### src/design/frenet_to_cartesian_unit_defines.svh
// Assertion macros for the frenet-to-cartesian top-level design file.
`ifndef FRENET_TO_CARTESIAN_UNIT_DEFINES_SVH
`define FRENET_TO_CARTESIAN_UNIT_DEFINES_SVH

// Same-cycle implication, checked out of reset.
`define F2C_ASSERT_IMP(lbl, ante, cons, msg) \
    lbl: assert property (@(posedge i_clk) disable iff (!i_rst_n) (ante) |-> (cons)) \
        else $error(msg);

// Next-cycle implication, checked out of reset.
`define F2C_ASSERT_NXT(lbl, ante, cons, msg) \
    lbl: assert property (@(posedge i_clk) disable iff (!i_rst_n) (ante) |=> (cons)) \
        else $error(msg);

`endif

### src/design/f2c_pkg.sv
// Shared constants and types for the frenet-to-cartesian unit.
`timescale 1ns / 1ps
package f2c_pkg;
    localparam int MAX_WAYPOINTS = 256;
    localparam int IDX_W         = $clog2(MAX_WAYPOINTS);
    localparam int CNT_W         = IDX_W + 1;
    localparam int FRAC_BITS     = 16;
    localparam int COORD_W       = 32;
    localparam int ARC_W         = 31;
    localparam int MAG_W         = COORD_W + 1;
    localparam int AXIS_W        = 31;
    localparam int SQ_W          = 2 * AXIS_W + 1;
    localparam int ROOT_W        = 32;
    localparam int SQRT_STEPS    = (SQ_W + 1) / 2;
    localparam int NUM_W         = AXIS_W + FRAC_BITS + 1;
    localparam int QUO_W         = FRAC_BITS + 1;
    localparam int UNIT_W        = QUO_W + 1;
    localparam int PROD_W        = COORD_W + UNIT_W;
    localparam int ACC_W         = PROD_W + 1;
    localparam int RND_W         = ACC_W - FRAC_BITS + 1;

    typedef logic [1:0] t_status;
    localparam t_status STATUS_OK       = 2'd0;
    localparam t_status STATUS_ZERO_SEG = 2'd1;
    localparam t_status STATUS_EMPTY    = 2'd2;

    localparam logic OP_LOAD    = 1'b0;
    localparam logic OP_CONVERT = 1'b1;
endpackage

### src/design/f2c_sqrt.sv
// Iterative integer square root, one result bit per cycle.
`timescale 1ns / 1ps
module f2c_sqrt (
    input  logic                        i_clk,
    input  logic                        i_rst_n,
    input  logic                        i_start,
    input  logic [f2c_pkg::SQ_W-1:0]    i_radicand,
    output logic [f2c_pkg::ROOT_W-1:0]  o_root,
    output logic                        o_done
);
    import f2c_pkg::*;

    localparam int STEP_W = $clog2(SQRT_STEPS + 1);
    localparam logic [SQ_W:0] BIT_INIT = (SQ_W + 1)'(1) << (2 * (SQRT_STEPS - 1));

    logic [SQ_W:0]   r_rem;
    logic [SQ_W:0]   r_root;
    logic [SQ_W:0]   r_bit;
    logic [STEP_W-1:0] r_steps;
    logic            r_done;
    logic [SQ_W:0]   w_trial;
    logic            w_fit;

    assign w_trial = r_root + r_bit;
    assign w_fit   = (r_rem >= w_trial);
    assign o_root  = r_root[ROOT_W-1:0];
    assign o_done  = r_done;

    always_ff @(posedge i_clk) begin
        if (!i_rst_n) begin
            r_steps <= '0;
            r_done  <= 1'b0;
        end else begin
            r_done <= (r_steps == STEP_W'(1));
            if (i_start) begin
                r_steps <= STEP_W'(SQRT_STEPS);
            end else if (r_steps != '0) begin
                r_steps <= r_steps - 1'b1;
            end
        end
    end

    always_ff @(posedge i_clk) begin
        if (i_start) begin
            r_rem  <= {1'b0, i_radicand};
            r_root <= '0;
            r_bit  <= BIT_INIT;
        end else if (r_steps != '0) begin
            if (w_fit) begin
                r_rem  <= r_rem - w_trial;
                r_root <= (r_root >> 1) + r_bit;
            end else begin
                r_root <= r_root >> 1;
            end
            r_bit <= r_bit >> 2;
        end
    end
endmodule

### config.mk
export PLATFORM = sky130hd
export DESIGN_NAME = f2c_sqrt
export DESIGN_NICKNAME = d
export VERILOG_FILES = /design/src/design/frenet_to_cartesian_unit_defines.svh /design/src/design/f2c_pkg.sv /design/src/design/f2c_sqrt.sv
export SDC_FILE = /design/constraint.sdc
export NUM_CORES = 1
export LEC_CHECK = 0
export BUFFER_PORTS_ARGS = -buffer_cell sky130_fd_sc_hd__buf_2
export CAP_MARGIN = 10
export CORE_UTILIZATION = 46
export DETAILED_ROUTE_END_ITERATION = 12
export PLACE_DENSITY = 0.76
export SYNTH_ARGS = -nofsm -noshare
export SYNTH_HDL_FRONTEND = slang
export SYNTH_SLANG_ARGS = --single-unit
export TNS_END_PERCENT = 50
### constraint.sdc
create_clock -name i_clk -period 6.52 [get_ports i_clk]
set_input_delay 0.326 -clock i_clk [delete_from_list [all_inputs] [get_ports i_clk]]
set_output_delay 0.326 -clock i_clk [all_outputs]
set_load 0.02 [all_outputs]
---- After elaboration in Yosys (flattened, before gate mapping) ----
Cells that the tools add are included.
cells by class
  reductions and logical operators ........ 6
  $lt $le $gt $ge ......................... 1
  bitwise logic cells ..................... 1
  add/sub/neg operators ................... 4
  multiplexer cells ....................... 6
  equal/unequal tests ..................... 1
operator list
  kind                                                 count
  2-to-1 mux 63 bit                                    3
  adder 63 x 63 -> 64 bit                              1
  adder 64 x 63 -> 64 bit                              1
  greater-or-equal comparator 64 bit                   1
  2-to-1 mux 64 bit                                    1
  subtractor 64 bit                                    1
  2-to-1 mux 6 bit                                     2
  equality test 6 x 1 -> 1 bit, second input constant  1
  nonzero test 6 bit                                   1
  subtractor 6 x 1 -> 6 bit, second input constant     1
  AND reduction 2 bit                                  2
  nonzero test 2 bit                                   2
  OR reduction 2 bit                                   1
  inverter 1 bit                                       1
storage, ports and cells
  bits in registers ....................... 167
  output and inout port bits .............. 33

---- Depth between registers and ports, before layout ----
  depth in word-level cells ............... 5
  depth in mapped cells ................... 26

---- Least setup slack after synthesis ----
OpenSTA, ideal clock, no wires.
  path type ............................... flip-flop to flip-flop
  start point ............................. reg r_root[0]
  end point ............................... reg r_rem[0] (enable)
  period minus slack after synthesis ...... 6,720 ps
  data arrival time ....................... 6,298 ps
  stages on the path, launching flop included .. 25
  path slack .............................. -200 ps
  path buffers ............................ 2
  cell sequence ........................... dfxtp_1 ha_1 ha_1 a21oi_1 o21bai_1 a31oi_1 o21ai_0 a2111oi_0 o31ai_1 and4b_1 nor3_1 o21ai_0 xnor2_1 ha_1 clkbuf_1 nand2_1 nor3_1 nand2b_1 nor3_1 o21ai_0 o21ai_0 a31o_1 buf_4 nand2_2 nand2_1
on the way
  word-level cells in the longest chain between the ends .. 4
ends and longest elaborated chain
  what                                  RTL line        RTL
  start: declaration                    f2c_sqrt.sv:17  logic [SQ_W:0] r_root;
  start signal: assignment              f2c_sqrt.sv:51  r_root <= (r_root >> 1) + r_bit;
  start signal: assignment              f2c_sqrt.sv:53  r_root <= r_root >> 1;
  adder 64 x 63 -> 64 bit               f2c_sqrt.sv:24  assign w_trial = r_root + r_bit;
  greater-or-equal comparator 64 bit    f2c_sqrt.sv:25  assign w_fit = (r_rem >= w_trial);
  nonzero test 2 bit (no source line)   -
  AND reduction 2 bit (no source line)  -
  end signal: assignment                f2c_sqrt.sv:45  r_rem <= {1'b0, i_radicand};
  end signal: assignment                f2c_sqrt.sv:50  r_rem <= r_rem - w_trial;
  end: declaration                      f2c_sqrt.sv:16  logic [SQ_W:0] r_rem;
Every way passes these cells.
A chain may end at the register's enable or synchronous reset.

---- Final worst setup path ----
  start point ............................. reg r_root[0]
  end point ............................... reg r_rem[62], data pin
on the way
  word-level cells in the longest chain between the ends .. 5
ends and longest elaborated chain
  what                     RTL line        RTL
  adder 64 x 63 -> 64 bit  f2c_sqrt.sv:24
  subtractor 64 bit        f2c_sqrt.sv:50
  2-to-1 mux 63 bit        f2c_sqrt.sv:49  if (w_fit) begin
  2-to-1 mux 63 bit        f2c_sqrt.sv:48  end else if (r_steps != '0) begin
  2-to-1 mux 63 bit        f2c_sqrt.sv:44  if (i_start) begin
Every way passes these cells. The select of a mux whose other input is x is not followed.

==> results.toml <==
[outcome]
status = "finished, final reports clean"

[die]
initial_core_util_pct = 47.0
die_x_um = 188
boundaryPins = 99
core_area_um2 = 33700
fp.dieH_um = 188
core.rowCount = 67
dieArea_um2 = 35200

[final_layout]
final_area_um2 = 17000
num-nets-final = 2279
final_core_util_pct = 50.6
syn_to_final_growth_pct = 7.48
diodes = 0
drive_above_1_share_pct = 9.51

[cts]
clock_path_buffers = 2
worst_skew_pair.late_latency_ps = 460
clock_sinks = 167
cts_buffers = 17
cts_root_buffer = "clkbuf_16"
cts_tree = "built"
path_clk_slew_ps = 70
cts_htree_levels = 4

[run]
max_cap_viol_count = 0

[route]
drt-wirelength-per-cell_um = 18.6
via_per_inst = 6.27
drt-initial-drc-count = 1614
drt-total-wl_um = 47400
dr.pass1.iters = 6
antenna_left = 0
drc_errors = 0
vias = 15935

[sta]
fin_crit_ps = 6110
finClkSkew_ps = 16.7
fin_tns_setup_ps = 0
finalCritPeriodShare_pct = 93.8
slew_viol_final = 0
max_freq_mhz = 164
setup_violations = 0
finalHoldViolations = 0
maxSlewHeadroom_pct = 32.2
worstMarginPinSlew_ps = 1010
setup_slack_ps = 405

[power]
p_per_area_nw_per_um2 = 569
ir_drop_uv = 327
leakage_uw = 0.00660
power.total_uw = 9690

[synth]
yosysTopAreaCellShare_pct = 13.1
ys.warnings.count = 0
syn-num-nets = 2297
ys_top_cells_by_area = "dfxtp_1 13%, edfxtp_1 12%, ha_1 10%, nand2_1 7.5%, a21oi_1 5.6%"
ys_ff_latch = 167
syn_area_per_cell_um2 = 7.56
synth.largest_area_cell = "dfxtp_1"
ys_types = 86
syn-instance-count = 2098
ys.flop_type = "dfxtp_1"
syn_area_um2 = 15900
async_flop_share_pct = 0
synth_edf_count = 63
ys_seq_area_share_pct = 25.1

[critical_path]
reg2reg_slack_ps = 410
endpoint = "r_rem[62]"
crit_required_ps = 6720
endpoint_kind = "flop"
cp.arrival_ps = 6320
timing.rr.end = "r_rem[62]"
crit_fanout = 9
r2r_cells = 22
worst_setup_path_start_kind = "flop"
crit_start = "r_root[0]"
crit_type = "flop to flop"
r2r-start = "r_root[0]"

[global_routing]
grt_max_degree = 84
grt_pass1_wl_um = 76600
grt_pass1_vias = 14949
grt_usage_pct = 26.6
antenna_found_initial = 0
gr-total-overflow = 0

[min_path]
hp-class = "input pin to flop"

[placed_design]
place_congestion = 0.987
place_area_um2 = 16400
dp_hpwl_um = 35700
dpl_worst_slack_ps = 144
port_buffers = 98
==> per-layer routing <==
| layer | vias to the layer above | GRT usage [%] | part of all wire [%] |
|---|---|---|---|
| met5 | - | 0 | 0 |
| met4 | 0 | 9.66 | 3.2 |
| met3 | 108 | 4.47 | 6.9 |
| met2 | 669 | 46.3 | 48 |
| met1 | 7479 | 32.7 | 42 |
| li1 | 7679 | - | - |
==> metrics by stage <==
step	hold WS, ps	cells
finish	142	2541
global route	149	2541
CTS	131	2537
detailed placement	481	2505
global placement	468	2505
floorplan	452	2098
==> registers in the layout (all words and copies together) (netlist names) <==
name     cells
o_done       1
r_bit       32
r_rem       64
r_root      64
r_steps      6
==> cells in the mapped netlist, types with 8 or more instances <==
cell / n
buf_4: 38
a21o_1: 48
dfxtp_1: 104
o211ai_1: 14
and2_1: 16
a211oi_1: 37
buf_2: 11
o31ai_1: 24
nor2_1: 183
a31o_2: 12
nand2_1: 315
ha_1: 132
a21boi_0: 10
o21a_1: 16
nor3_1: 44
nor2b_1: 16
a31oi_1: 62
xnor2_1: 73
o21ai_0: 152
o21ai_1: 8
a21oi_1: 176
clkbuf_1: 103
nand4_1: 51
a221oi_1: 9
and3_1: 15
mux2i_1: 8
or3_1: 14
nand2b_1: 10
o21bai_1: 34
xor2_1: 72
inv_1: 42
a311oi_1: 22
and4_1: 11
nor4_1: 8
edfxtp_1: 63
nand3_1: 32
==> critical path, stage by stage (launching register included) <==
cell and delay (ps):
dfxtp_1 330, ha_1 210, ha_1 210, a21oi_1 220
o21bai_1 120, a31oi_1 330, o21ai_1 200, a2111oi_0 500
buf_4 210, nor2_1 40, nand2_1 90, xor2_1 170
ha_1 350, and3_1 190, a221o_1 320, a21oi_1 190
nor2_1 80, nor4b_1 430, a21oi_1 220, o41ai_1 620
o21ai_1 340, nor4b_1 230, o31a_1 250
==> cell families (layout without fill, tap and decap cells) <==
group / Yosys count / after routing / share of synthesized area (%)
buffers and inverters: 204 / 199 / 5.88
AND/OR/NAND/NOR: 742 / 742 / 21.3
XOR/XNOR: 145 / 145 / 8.01
AO/OA/AOI/OAI: 695 / 695 / 28.4
multiplexers: 12 / 12 / 0.789
flip-flops: 167 / 167 / 25.1
adder cells (fa/ha/maj): 133 / 133 / 10.5
==> worst min-delay path by stage <==
stage | from | depth (start not counted) | end
2_1_floorplan | r_bit[0] | 2 | r_bit[0]
3_3_place_gp | r_bit[0] | 2 | r_bit[0]
3_5_place_dp | r_bit[0] | 2 | r_bit[0]
4_1_cts | i_rst_n | 2 | r_steps[5]
5_1_grt | i_rst_n | 2 | r_steps[5]
6_report | i_rst_n | 2 | r_steps[5]
==> area by class of cell <==
| class | instances | area [µm²] |
|---|---|---|
| fill | 3309 | 16700 |
| multi-input combinational | 1727 | 11000 |
| sequential | 167 | 3970 |
| timing repair buffer | 124 | 742 |
| tap | 448 | 561 |
| clock buffer | 21 | 482 |
| inverter | 43 | 161 |
| clock inverter | 11 | 135 |
==> layout by cell type (no fill, tap or decap), types with 44 or more instances in the layout <==
cell type / n
a21oi_1: 176
nor2_1: 183
nand2_1: 313
buf_2: 97
a31oi_1: 61
xnor2_1: 73
ha_1: 131
dfxtp_1: 104
edfxtp_1: 63
o21ai_0: 149
nand4_1: 51
a21o_1: 48
xor2_1: 72
nor3_1: 44
==> power breakdown <==
group	internal (µW)	switching, µW
combinational	2450	4030
sequential	1620	479
clock	616	487
==> what timing repair did <==
item / 4_1_cts / 5_1_grt
setup buffers: 0 / 4
hold buffers: 0 / 0
gates resized for setup: 0 / 9
endpoints found under the setup margin: 0 / 136
Note: power is estimated with default switching activity, not from simulation.
