$ cat src/design/frenet_to_cartesian_unit_defines.svh
// Assertion macros for the frenet-to-cartesian top-level design file.
`ifndef FRENET_TO_CARTESIAN_UNIT_DEFINES_SVH
`define FRENET_TO_CARTESIAN_UNIT_DEFINES_SVH

// Same-cycle implication, checked out of reset.
`define F2C_ASSERT_IMP(lbl, ante, cons, msg) \
    lbl: assert property (@(posedge i_clk) disable iff (!i_rst_n) (ante) |-> (cons)) \
        else $error(msg);

// Next-cycle implication, checked out of reset.
`define F2C_ASSERT_NXT(lbl, ante, cons, msg) \
    lbl: assert property (@(posedge i_clk) disable iff (!i_rst_n) (ante) |=> (cons)) \
        else $error(msg);

`endif

$ cat src/design/f2c_pkg.sv
// Shared constants and types for the frenet-to-cartesian unit.
`timescale 1ns / 1ps
package f2c_pkg;
    localparam int MAX_WAYPOINTS = 256;
    localparam int IDX_W         = $clog2(MAX_WAYPOINTS);
    localparam int CNT_W         = IDX_W + 1;
    localparam int FRAC_BITS     = 16;
    localparam int COORD_W       = 32;
    localparam int ARC_W         = 31;
    localparam int MAG_W         = COORD_W + 1;
    localparam int AXIS_W        = 31;
    localparam int SQ_W          = 2 * AXIS_W + 1;
    localparam int ROOT_W        = 32;
    localparam int SQRT_STEPS    = (SQ_W + 1) / 2;
    localparam int NUM_W         = AXIS_W + FRAC_BITS + 1;
    localparam int QUO_W         = FRAC_BITS + 1;
    localparam int UNIT_W        = QUO_W + 1;
    localparam int PROD_W        = COORD_W + UNIT_W;
    localparam int ACC_W         = PROD_W + 1;
    localparam int RND_W         = ACC_W - FRAC_BITS + 1;

    typedef logic [1:0] t_status;
    localparam t_status STATUS_OK       = 2'd0;
    localparam t_status STATUS_ZERO_SEG = 2'd1;
    localparam t_status STATUS_EMPTY    = 2'd2;

    localparam logic OP_LOAD    = 1'b0;
    localparam logic OP_CONVERT = 1'b1;
endpackage

$ cat src/design/f2c_div.sv
// Restoring divider for the unit vector, one quotient bit per cycle.
`timescale 1ns / 1ps
module f2c_div (
    input  logic                       i_clk,
    input  logic                       i_rst_n,
    input  logic                       i_start,
    input  logic [f2c_pkg::NUM_W-1:0]  i_num,
    input  logic [f2c_pkg::ROOT_W-1:0] i_den,
    output logic [f2c_pkg::QUO_W-1:0]  o_quo,
    output logic                       o_done
);
    import f2c_pkg::*;

    localparam int STEP_W = $clog2(QUO_W + 1);

    logic [ROOT_W-1:0] r_rem;
    logic [ROOT_W-1:0] r_den;
    logic [QUO_W-1:0]  r_lo;
    logic [QUO_W-1:0]  r_quo;
    logic [STEP_W-1:0] r_steps;
    logic              r_done;
    logic [ROOT_W:0]   w_trial;
    logic              w_fit;

    assign w_trial = {r_rem, r_lo[QUO_W-1]};
    assign w_fit   = (w_trial >= {1'b0, r_den});
    assign o_quo   = r_quo;
    assign o_done  = r_done;

    always_ff @(posedge i_clk) begin
        if (!i_rst_n) begin
            r_steps <= '0;
            r_done  <= 1'b0;
        end else begin
            r_done <= (r_steps == STEP_W'(1));
            if (i_start) begin
                r_steps <= STEP_W'(QUO_W);
            end else if (r_steps != '0) begin
                r_steps <= r_steps - 1'b1;
            end
        end
    end

    // the upper numerator bits are already below the divisor
    always_ff @(posedge i_clk) begin
        if (i_start) begin
            r_rem <= ROOT_W'(i_num[NUM_W-1:QUO_W]);
            r_lo  <= i_num[QUO_W-1:0];
            r_den <= i_den;
            r_quo <= '0;
        end else if (r_steps != '0) begin
            r_rem <= w_fit ? ROOT_W'(w_trial - {1'b0, r_den}) : w_trial[ROOT_W-1:0];
            r_lo  <= r_lo << 1;
            r_quo <= {r_quo[QUO_W-2:0], w_fit};
        end
    end
endmodule
$ cat config.mk
export PLATFORM = sky130hd
export DESIGN_NAME = f2c_div
export DESIGN_NICKNAME = d
export VERILOG_FILES = /design/src/design/frenet_to_cartesian_unit_defines.svh /design/src/design/f2c_pkg.sv /design/src/design/f2c_div.sv
export SDC_FILE = /design/constraint.sdc
export NUM_CORES = 1
export LEC_CHECK = 0
export ABC_AREA = 1
export BUFFER_PORTS_ARGS = -buffer_cell sky130_fd_sc_hd__buf_2
export CAP_MARGIN = 20
export CORE_MARGIN = 8
export CORE_UTILIZATION = 35
export DETAILED_ROUTE_END_ITERATION = 6
export PLACE_DENSITY = 0.6
export SKIP_CTS_REPAIR_TIMING = 1
export SLEW_MARGIN = 20
export SYNTH_ARGS = -nofsm -noshare
export SYNTH_HDL_FRONTEND = slang
export SYNTH_SLANG_ARGS = --single-unit
export TNS_END_PERCENT = 20
$ cat constraint.sdc
create_clock -name i_clk -period 4.5 [get_ports i_clk]
set_clock_uncertainty 0.1 [all_clocks]
set_input_delay 0.675 -clock i_clk [delete_from_list [all_inputs] [get_ports i_clk]]
set_output_delay 0.675 -clock i_clk [all_outputs]
set_load 0.02 [all_outputs]
Word-level counts from Yosys, hierarchy flattened
Cells that the tools add are included.

Bits in registers: 104. Latch bits: 0. RAM bits: 0. Memory bits (read-only): 0. Input port bits: 83. Output and inout bits: 18. Logic and storage cells: 23. Memories: 0.

Add/subtract/negate cells: 2. $mul: 0. Div/mod/pow operators: 0. Order comparisons: 1. Equality and inequality tests: 1. Shift operators: 0. Muxes and demuxes: 7. Bitwise gates (word level): 1. Reduce and logical (&&, ||, !) cells: 3.

Operators by type and width (number): two-way mux 31 bit (2); two-way mux 17 bit (2); greater-or-equal comparator 33 x 32 -> 1 bit (1); two-way mux 32 bit (1); subtractor 32 bit (1); two-way mux 5 bit (2); == test 5 x 1 -> 1 bit (second input constant) (1); nonzero test 5 bit (1); subtractor 5 x 1 -> 5 bit (second input constant) (1); nonzero test 2 bit (1); OR reduction 2 bit (1); inverter 1 bit (1).

Logic depth before layout (Yosys ltp)
Gate-level depths: netlist of run 1.

Depth after elaboration: 4. Gate-level depth with buffers: 17. Depth with buffers taken out: 17.

Least setup slack after synthesis of run 1
No wires, ideal clock.

Path kind: in2reg. Start: input port i_start. End: register r_lo[0] (enable). Library setup time: 0.387 ns. Arrival: 1.780 ns. Data required time: 4.013 ns. Path slack: 2.234 ns. Stages: 4. Buffers on the path: 2. Path through: clkbuf_1 nor2_1 clkinv_1 buf_2.

Word-level cells in the longest chain between the ends: 1.

RTL lines: start: declaration (line f2c_div.sv:6) `input logic i_start,`; nonzero test 2 bit (no source line); end signal: assignment (line f2c_div.sv:48) `r_lo <= i_num[QUO_W-1:0];`; end signal: assignment (line f2c_div.sv:53) `r_lo <= r_lo << 1;`; end: declaration (line f2c_div.sv:18) `logic [QUO_W-1:0] r_lo;`.

No other way between the ends. A chain may end at the register's enable or synchronous reset.

Worst setup path after layout of run 1
Start: register r_rem[15]. End: register r_rem[17] (data pin).

Word-level cells in the longest chain between the ends: 4. Elaborated cells on any way between the ends: 5. Those cells by class: add/sub: 1; order compare: 1; mux: 3.

RTL lines: start: declaration (line f2c_div.sv:16) `logic [ROOT_W-1:0] r_rem;`; start signal: assignment (line f2c_div.sv:47) `r_rem <= ROOT_W'(i_num[NUM_W-1:QUO_W]);`; start signal: assignment (line f2c_div.sv:52) `r_rem <= w_fit ? ROOT_W'(w_trial - {1'b0, r_den}) : w_trial[ROOT_W-1:0];`; subtractor 32 bit / greater-or-equal comparator 33 x 32 -> 1 bit (equally long branches) (line f2c_div.sv:52, f2c_div.sv:26); two-way mux 32 bit (*) (line f2c_div.sv:52); two-way mux 31 bit (*) (line f2c_div.sv:51) `end else if (r_steps != '0) begin`; two-way mux 31 bit (*) (line f2c_div.sv:46) `if (i_start) begin`.

Every way passes the cells marked *; elsewhere a longest branch is shown, timed or not. The select of a mux whose other input is x is not followed.

==> summary.md, run 1 <==
| Metric | Value |
|---|---|
| TritonCTS clock tree | `done` |
| Clk sinks | `104` |
| DP HPWL | `13.15 mm` |
| CP required | `4510 ps` |
| Setup_tns | `0 ps` |
| Library cells used by synthesis | `40` |
| Hold/Removal Path Class | `input pin to flop` |
| Dpl ws | `1323 ps` |
| GRT overflow | `0` |
| Slew headroom | `44.16%` |
| Final wirelength | `16.88 mm` |
| Max_cap viols | `0` |
| Critical Path Sink Type | `flop` |
| Fraction of layout cells with a size suffix above 1 | `between 10% and 20%` |
| Commonest cells in the netlist | `nand2_1 (353), inv_1 (164), edfxtp_1 (80), nor2_1 (51), nand3_1 (39)` |
| Cell breakdown of the critical path | `ha_1 > nand2_1 > inv_1 > nand2_1 > nand2_1 > inv_1 > nand2_1 > nand2_1 > nand3_4 > a21oi_4 > nand2_1 > nand3_1 > nand2_1` |
| Synth top area cells | `edfxtp_1 (35%), nand2_1 (19%), inv_1 (8.9%)` |
| Dpl cells | `1,266` |
| DR vias | `5,674` |
| DR iter-0 viols | `237` |
| Worst hold path cell count | `1` |
| Period utilization | `roughly 63%` |
| DRC Markers | `0` |
| Die Height | `156.2 um` |
| Slew Limit Fails | `0` |
| Syn. warnings | `0` |
| Ports | `101` |
| Initial antenna violation count | `2` |
| Power Total | `slightly below 5 mW` |
| Synth top area share | `34.92%` |
| Post-Layout Cell Count | `1,282` |
| Crit path buf inv count | `2` |
| Leakage | `4.096 nW` |
| Measured slew at the worst slew-check pin | `836.7 ps` |
| Die ar. | `0.02440 sq mm` |
| Levels on crit path | `13` |
| Peak VDD IR | `0.3071 mV` |
| Core footprint | `a little under 0.02 sq mm` |
| Clock Latency Late Sink | `~370 ps` |
| Register bit count reported by yosys | `104` |
| Worst R2R Path Depth | `13` |
| Net Count, Synth | `1,036` |
| Crit-path leading delay family | `simple AND/OR/NAND/NOR gates` |
| Final setup violation count | `0` |
| Largest net degree at the start of global routing | `47` |
| Mapped Avg Cell Area | `7.503 sq um` |
| Tmin final | `2840 ps` |
| Number of synthesized flops with an enable pin | `80` |
| All-Layer GR Usage | `14.52%` |
| Clock root cell | `clkbuf_16` |
| Sequential-to-total area share from yosys stat | `41.90%` |
| Clock slew at reported path FFs | `90 ps` |
| CP max stage delay | `slightly below 700 ps` |
| Fmax | `roughly 350 MHz` |
| Ant diodes | `0` |
| Most numerous cell in the Yosys netlist | `nand2_1` |
| DRT antenna net count | `0` |
| Routability Congestion | `0.8902` |
| Unrepaired setup endpoints after global routing | `no` |
| Cts bufs inserted | `9` |
| Dominant cell type by area after synthesis | `edfxtp_1` |
| Power Density | `617.0 mW/mm^2` |
| DR WL/cell | `13.17 um` |
| Initial Util | `35.47%` |
| Die width | `roughly 160 um` |
| Syn-to-layout area delta | `15.33%` |
| Status | `finished clean` |
| Asr flop ratio synth | `0%` |
| Worst setup SP type | `flop` |
| Global-route wire length before repair | `28.59 mm` |
| PortBufs | `100` |
| Worst path arrival time | `2850 ps` |
| Crit-path max FO | `24` |
| Routed vias/inst | `4.426` |
| Clock Path Buffers | `2` |
| Final #Nets | `1,131` |
| TritonRoute pass-1 iters | `5` |
| FP Rows | `51` |
| Final hold violations | `0` |
| Top FF cell, synth | `edfxtp_1` |
| Crit-path slowest cell | `a21oi_4` |
| Crit path kind | `flop to flop` |
| Most used cell along the critical path | `nand2_1` |
| H-tree Lvls | `3` |
| Netlist Area Pre-Place | `0.006880 sq mm` |
| Final worst slack | `1660 ps` |
| Number of global-route vias before repair | `5,879` |
| Cells after Synth | `917` |
## state kept, by name (all words and copies together), names as in the netlist
register  flops
r_den        32
r_rem        32
o_quo        17
r_lo         17
r_steps       5
o_done        1
## kinds of logic after synthesis
family                   after synthesis  share of synthesized area [%]
AND/OR/NAND/NOR                      504                          31.97
buffers and inverters                189                          11.20
flip-flops                           104                          41.90
AO/OA/AOI/OAI                         67                          6.110
adder cells (fa/ha/maj)               36                          6.656
XOR/XNOR                              17                          2.164
## routing by layer
layer	global-route usage [%]	vias to the layer above	share of wire (%)
met5	0	-	0.18
met3	4.044	21	5.9
met2	23.30	124	45
met4	3.661	4	1.4
li1	-	3044	-
met1	18.93	2481	48
## layout by cell type (no fill, tap or decap), drive strengths merged
| master | instances |
|---|---|
| ha | 35 |
| nand2 | 370 |
| nand3 | 53 |
| o21bai | 4 |
| xnor2 | 17 |
| and2 | 3 |
| edfxtp | 80 |
| o21ai | 20 |
| clkbuf | 9 |
| o22ai | 16 |
| clkinv | 3 |
| buf | 104 |
| nor2 | 63 |
| inv | 173 |
| nand3b | 6 |
| a21o | 1 |
| a2111oi | 1 |
| nand4 | 4 |
| nor3 | 5 |
| fa | 1 |
| a21oi | 25 |
| dfxtp | 24 |
## area by class of cell
cell class	count	area, sq um
inverters	169	636.9
clock inverters	7	101.3
flip-flops and latches	104	2883
repair buffers	104	530.5
well taps	265	331.6
multi-input cells	624	3227
clock buffers	9	225.2
fillers	2100	11460
## per-stage QoR
step,util (%),instance area [sq um],hold WS [ps]
CTS,40.91,7935,362.4
global route,40.91,7935,365.8
floorplan,-,6880,384.3
global placement,39.22,7609,365.4
detailed placement,39.22,7609,377.1
finish,40.91,7935,374.3
## where the power goes
group / switching, mW / total [mW] / internal, mW
logic: 1.69 / 2.61 / 0.924
registers: 0.112 / 1.42 / 1.31
clock network: 0.447 / 0.861 / 0.415
## path summary, 6_finish.rpt
check | from | end | slack [ps]
hold reg to reg | o_quo[16] | o_quo[16] | 380
setup / recovery | r_rem[15] | r_rem[17] | 1660
hold / removal | i_den[22] | r_den[22] | 370
setup reg to reg | r_rem[15] | r_rem[17] | 1660
(Power assumes the default switching activity.)
==> run 2, diff against run 1 <==
==> constraint.sdc (replaced) <==
create_clock -name i_clk -period 2.8 [get_ports i_clk]
set_clock_uncertainty 0.1 [all_clocks]
set_input_delay 0.42 -clock i_clk [delete_from_list [all_inputs] [get_ports i_clk]]
set_output_delay 0.42 -clock i_clk [all_outputs]
set_load 0.02 [all_outputs]
==> summary.md, run 2 (same netlist as run 1, synthesis figures left out) <==
| Metric | Value |
|---|---|
| Status | `finished clean` |
| DR WL/cell | `between 10 and 15 um` |
| Die Height | `between 150 and 200 um` |
| GRT overflow | `0` |
| DRT antenna net count | `0` |
| Routability Congestion | `0.8774` |
| Setup_tns | `0 ps` |
| Core Util, Final | `41.42%` |
| Global-route wire length before repair | `29.24 mm` |
| Routed vias/inst | `4.431` |
| Commonest non-fill, non-tap cell in the layout | `nand2_1` |
| Dpl ws | `179.8 ps` |
| Initial antenna violation count | `1` |
| Hold/Removal Path Class | `input pin to flop` |
| Clock slew at reported path FFs | `90 ps` |
| Power Density | `1004 mW/mm^2` |
| Unrepaired setup endpoints after global routing | `no` |
| FP Rows | `51` |
| Final #Nets | `1,136` |
| Cts bufs inserted | `9` |
| Worst path arrival time | `2600 ps` |
| Crit path buf inv count | `2` |
| Slew Limit Fails | `0` |
| Final wirelength | `17.65 mm` |
| Clock Latency Late Sink | `370 ps` |
| Fraction of layout cells with a size suffix above 1 | `17.91%` |
| Peak VDD IR | `approximately 0.42 mV` |
| DP HPWL | `13.58 mm` |
| TritonCTS clock tree | `done` |
| Number of global-route vias before repair | `5,738` |
| Clock Path Buffers | `2` |
| Die width | `around 160 um` |
| H-tree Lvls | `3` |
| All-Layer GR Usage | `15.04%` |
| DR iter-0 viols | `285` |
| CP max stage delay | `430 ps` |
| Largest net degree at the start of global routing | `81` |
| Ports | `101` |
| DRC Markers | `0` |
| Most used cell along the critical path | `nand2_1` |
| Syn-to-layout area delta | `16.78%` |
| Clk sinks | `104` |
| Fmax | `~400 MHz` |
| Leakage | `a little over 4 nW` |
| PortBufs | `100` |
| Cell breakdown of the critical path | `inv_1 > ha_1 > inv_1 > fa_1 > nand2_1 > nand3_1 > nand3_1 > nand3_1 > nand2_1 > nand2_1 > nand2_1 > nand3_2 > nand3_2 > nand2_1` |
| DR vias | `around 5,700` |
| TritonRoute pass-1 iters | `4` |
| Critical Path Sink Type | `flop` |
| Initial Util | `35.47%` |
| Final hold violations | `0` |
| Largest regs | `r_den x32, r_rem x32` |
| Slew headroom | `56.45%` |
| Finished Cell Area | `0.008035 sq mm` |
| Final setup violation count | `0` |
| Crit-path max FO | `3` |
| Final worst slack | `234.9 ps` |
| Clock root cell | `clkbuf_16` |
| Die ar. | `0.02440 sq mm` |
| Ant diodes | `0` |
| Core footprint | `0.01940 sq mm` |
| Crit-path leading delay family | `simple AND/OR/NAND/NOR gates` |
| Most frequent cells in the layout | `nand2_1 (353), inv_1 (164), buf_2 (100), edfxtp_1 (80), nor2_1 (51)` |
| CP required | `between 2000 and 3000 ps` |
| Post-place instance area | `0.007689 sq mm` |
| Crit-path slowest cell | `fa_1` |
| Worst setup SP type | `flop` |
| Crit path kind | `flop to flop` |
| Period utilization | `91.61%` |
| Max_cap viols | `0` |
| Measured slew at the worst slew-check pin | `651.7 ps` |
| Tmin final | `between 2000 and 3000 ps` |
==> run 2: worst paths after layout <==
| kind | from | endpoint | slack, ps | depth (start not counted) |
|---|---|---|---|---|
| hold reg to reg | o_quo[16] | o_quo[16] | 370 | 2 |
| setup reg to reg | r_lo[16] | r_rem[28] | 230 | 14 |
| hold / removal | i_den[29] | r_den[29] | 120 | 1 |
| setup / recovery | r_lo[16] | r_rem[28] | 230 | 14 |
==> run 2: through the flow <==
| step | power [mW] | instances | hold slack, ps |
|---|---|---|---|
| floorplan | 5.739 | 917 | 384.3 |
| global placement | 6.648 | 1270 | 351.7 |
| detailed placement | 6.680 | 1270 | 363.0 |
| CTS | 8.087 | 1286 | 102.2 |
| global route | 8.820 | 1287 | 97.58 |
| finish | 8.064 | 1287 | 121.5 |
==> run 2: layout make-up <==
class / instances / area, sq um
Clock buffer: 9 / 225.2
Clock inverter: 7 / 101.3
Fill cell: 2043 / 11360
Inverter: 169 / 636.9
Multi-Input combinational cell: 624 / 3227
Sequential cell: 104 / 2883
Tap cell: 265 / 331.6
Timing Repair Buffer: 109 / 630.6
==> run 2: report_power, final <==
group	switching, mW	internal [mW]	leakage (nW)
Clock	0.708	0.662	0.157
Combinational	2.81	1.61	2.97
Sequential	0.181	2.10	1.02
Total	3.70	4.37	4.15
==> run 2: metal layers <==
metal  up-vias  part of all wire, %  track usage (%)
li1       3058                    -                -
met1      2524                   48            19.85
met2       104                   44            23.80
met3        15                  6.6            4.515
met4         2                 0.89            3.295
met5         -                0.045                0
==> run 3, diff against run 2 <==
--- a/config.mk
+++ b/config.mk
@@ -12,6 +12,7 @@
 export CORE_UTILIZATION = 35
 export DETAILED_ROUTE_END_ITERATION = 6
 export PLACE_DENSITY = 0.6
+export SETUP_SLACK_MARGIN = 0.4
 export SKIP_CTS_REPAIR_TIMING = 1
 export SLEW_MARGIN = 20
 export SYNTH_ARGS = -nofsm -noshare
==> summary.md, run 3 (same netlist as run 1, synthesis figures left out) <==
| Metric | Value |
|---|---|
| Clk sinks | `between 100 and 150` |
| Final worst slack | `396.6 ps` |
| Period utilization | `85.84%` |
| Die width | `approximately 160 um` |
| Most frequent cells in the layout | `nand2_1 (323), inv_1 (148), buf_2 (100), edfxtp_1 (80), nor2_1 (49)` |
| Fraction of layout cells with a size suffix above 1 | `28.79%` |
| Core footprint | `0.01940 sq mm` |
| Fmax | `416.1 MHz` |
| Syn-to-layout area delta | `30.15%` |
| Cts bufs inserted | `9` |
| Tmin final | `2403 ps` |
| Routability Congestion | `0.8774` |
| Slew headroom | `55.74%` |
| Crit-path max FO | `7` |
| Cell internal pwr | `5.191 mW` |
| Clock Latency Late Sink | `370 ps` |
| Fillers | `1,944` |
| Ports | `101` |
| Slew Limit Fails | `0` |
| Clock network fraction of design power | `14.3%` |
| Measured slew at the worst slew-check pin | `662.3 ps` |
| Final hold violations | `0` |
| Sw frac | `45.88%` |
| Power Total | `9.591 mW` |
| DP HPWL | `13.58 mm` |
| Core Util, Final | `46.16%` |
| Crit path buf inv count | `3` |
| DR iter-0 viols | `361` |
| Power Density | `~1100 mW/mm^2` |
| Status | `finished clean` |
| Leakage | `4.372 nW` |
| Die ar. | `0.02440 sq mm` |
| Crit path kind | `flop to flop` |
| Hold/Removal Path Class | `input pin to flop` |
| Max_cap viols | `0` |
| Clock root cell | `clkbuf_16` |
| Dpl ws | `around 180 ps` |
| Cell breakdown of the critical path | `ha_4 > nand2_2 > nand2_2 > inv_2 > nand2_1 > nand2_1 > nand3_2 > nand2_2 > nand3_4 > a21oi_4 > buf_12 > clkbuf_16 > nand2_2 > nand3_2 > nand2_1` |
| Initial Util | `35.47%` |
| TritonRoute pass-1 iters | `4` |
| Comb pwr share | `60.9%` |
| Post-Layout Cell Count | `1,321` |
| DRC Markers | `0` |
| Die Height | `around 160 um` |
| Ant diodes | `0` |
| DR vias | `5,997` |
| All-Layer GR Usage | `15.04%` |
| Part of the power in registers | `24.8%` |
| Initial antenna violation count | `1` |
| Dpl cells | `around 1,300` |
| Largest regs | `r_den x32, r_rem x32` |
| Global-route wire length before repair | `between 20 and 30 mm` |
| CP max stage delay | `between 400 and 500 ps` |
| FP Rows | `51` |
| Crit-path slowest cell | `edfxtp_1` |
| Worst setup SP type | `flop` |
| Clock Path Buffers | `2` |
| Most used cell along the critical path | `nand2_2` |
| Psw | `4.401 mW` |
| H-tree Lvls | `3` |
| Critical Path Sink Type | `flop` |
| DRT antenna net count | `0` |
| DR WL/cell | `about 15 um` |
| Clock slew at reported path FFs | `approximately 90 ps` |
| Largest net degree at the start of global routing | `81` |
| CP required | `2840 ps` |
| Final setup violation count | `0` |
| Final #Nets | `~1,200` |
| TritonCTS clock tree | `done` |
| Final wirelength | `19.77 mm` |
| Commonest non-fill, non-tap cell in the layout | `nand2_1` |
| GRT overflow | `0` |
| Setup_tns | `0 ps` |
| PortBufs | `100` |
| Crit-path leading delay family | `simple AND/OR/NAND/NOR gates` |
| Peak VDD IR | `0.3951 mV` |
| Worst path arrival time | `2440 ps` |
| Number of global-route vias before repair | `5,738` |
| Routed vias/inst | `4.540` |
| Unrepaired setup endpoints after global routing | `yes` |
-- run 3: layout make-up --
class	count	area, sq um	area share (%)
clock buffer	9	225.2	2.515
clock inverter	7	101.3	1.132
inverter	169	639.4	7.140
multi-input combinational	630	3904	43.59
sequential	104	2883	32.19
tap	265	331.6	3.703
timing repair buffer	137	870.8	9.725
-- run 3: final timing paths --
check	slack, ps	to	start	cells past startpoint
max reg2reg	400	r_rem[29]	r_rem[3]	15
min	120	r_den[29]	i_den[29]	1
min reg2reg	370	o_quo[16]	o_quo[16]	2
max	400	r_rem[29]	r_rem[3]	15
-- run 3: worst register-to-register path: stages, from the launching register on --
cell and delay [ps]:
edfxtp_1 450, ha_4 270, nand2_2 80, nand2_2 60, inv_2 60, nand2_1 50, nand2_1 70, nand3_2 110
nand2_2 120, nand3_4 130, a21oi_4 200, buf_12 140, clkbuf_16 170, nand2_2 50, nand3_2 60, nand2_1 50
-- run 3: routing by layer --
| metal | routed length (um) | up-vias | track usage (%) |
|---|---|---|---|
| li1 | - | 3143 | - |
| met2 | 9081 | 112 | 23.80 |
| met5 | 13 | - | 0 |
| met1 | 9352 | 2722 | 19.85 |
| met3 | 1114 | 18 | 4.515 |
| met4 | 204 | 2 | 3.295 |
-- run 3: through the flow --
stage,hold WS [ps],cell area (sq um)
6_report,120.6,8955
2_1_floorplan,384.3,6880
3_5_place_dp,363.0,7689
4_1_cts,102.2,8015
5_1_grt,97.58,8955
3_3_place_gp,351.7,7689
-- run 3: power groups by stage --
stage | Clock (mW) | Combinational, mW | Sequential [mW]
final | 1.37 | 5.84 | 2.38
after global routing | 1.46 | 6.44 | 2.42
after CTS | 1.41 | 4.39 | 2.29
after detailed placement | 0 | 4.36 | 2.32
after global placement | 0 | 4.34 | 2.31
after floorplan | 0 | 3.46 | 2.28
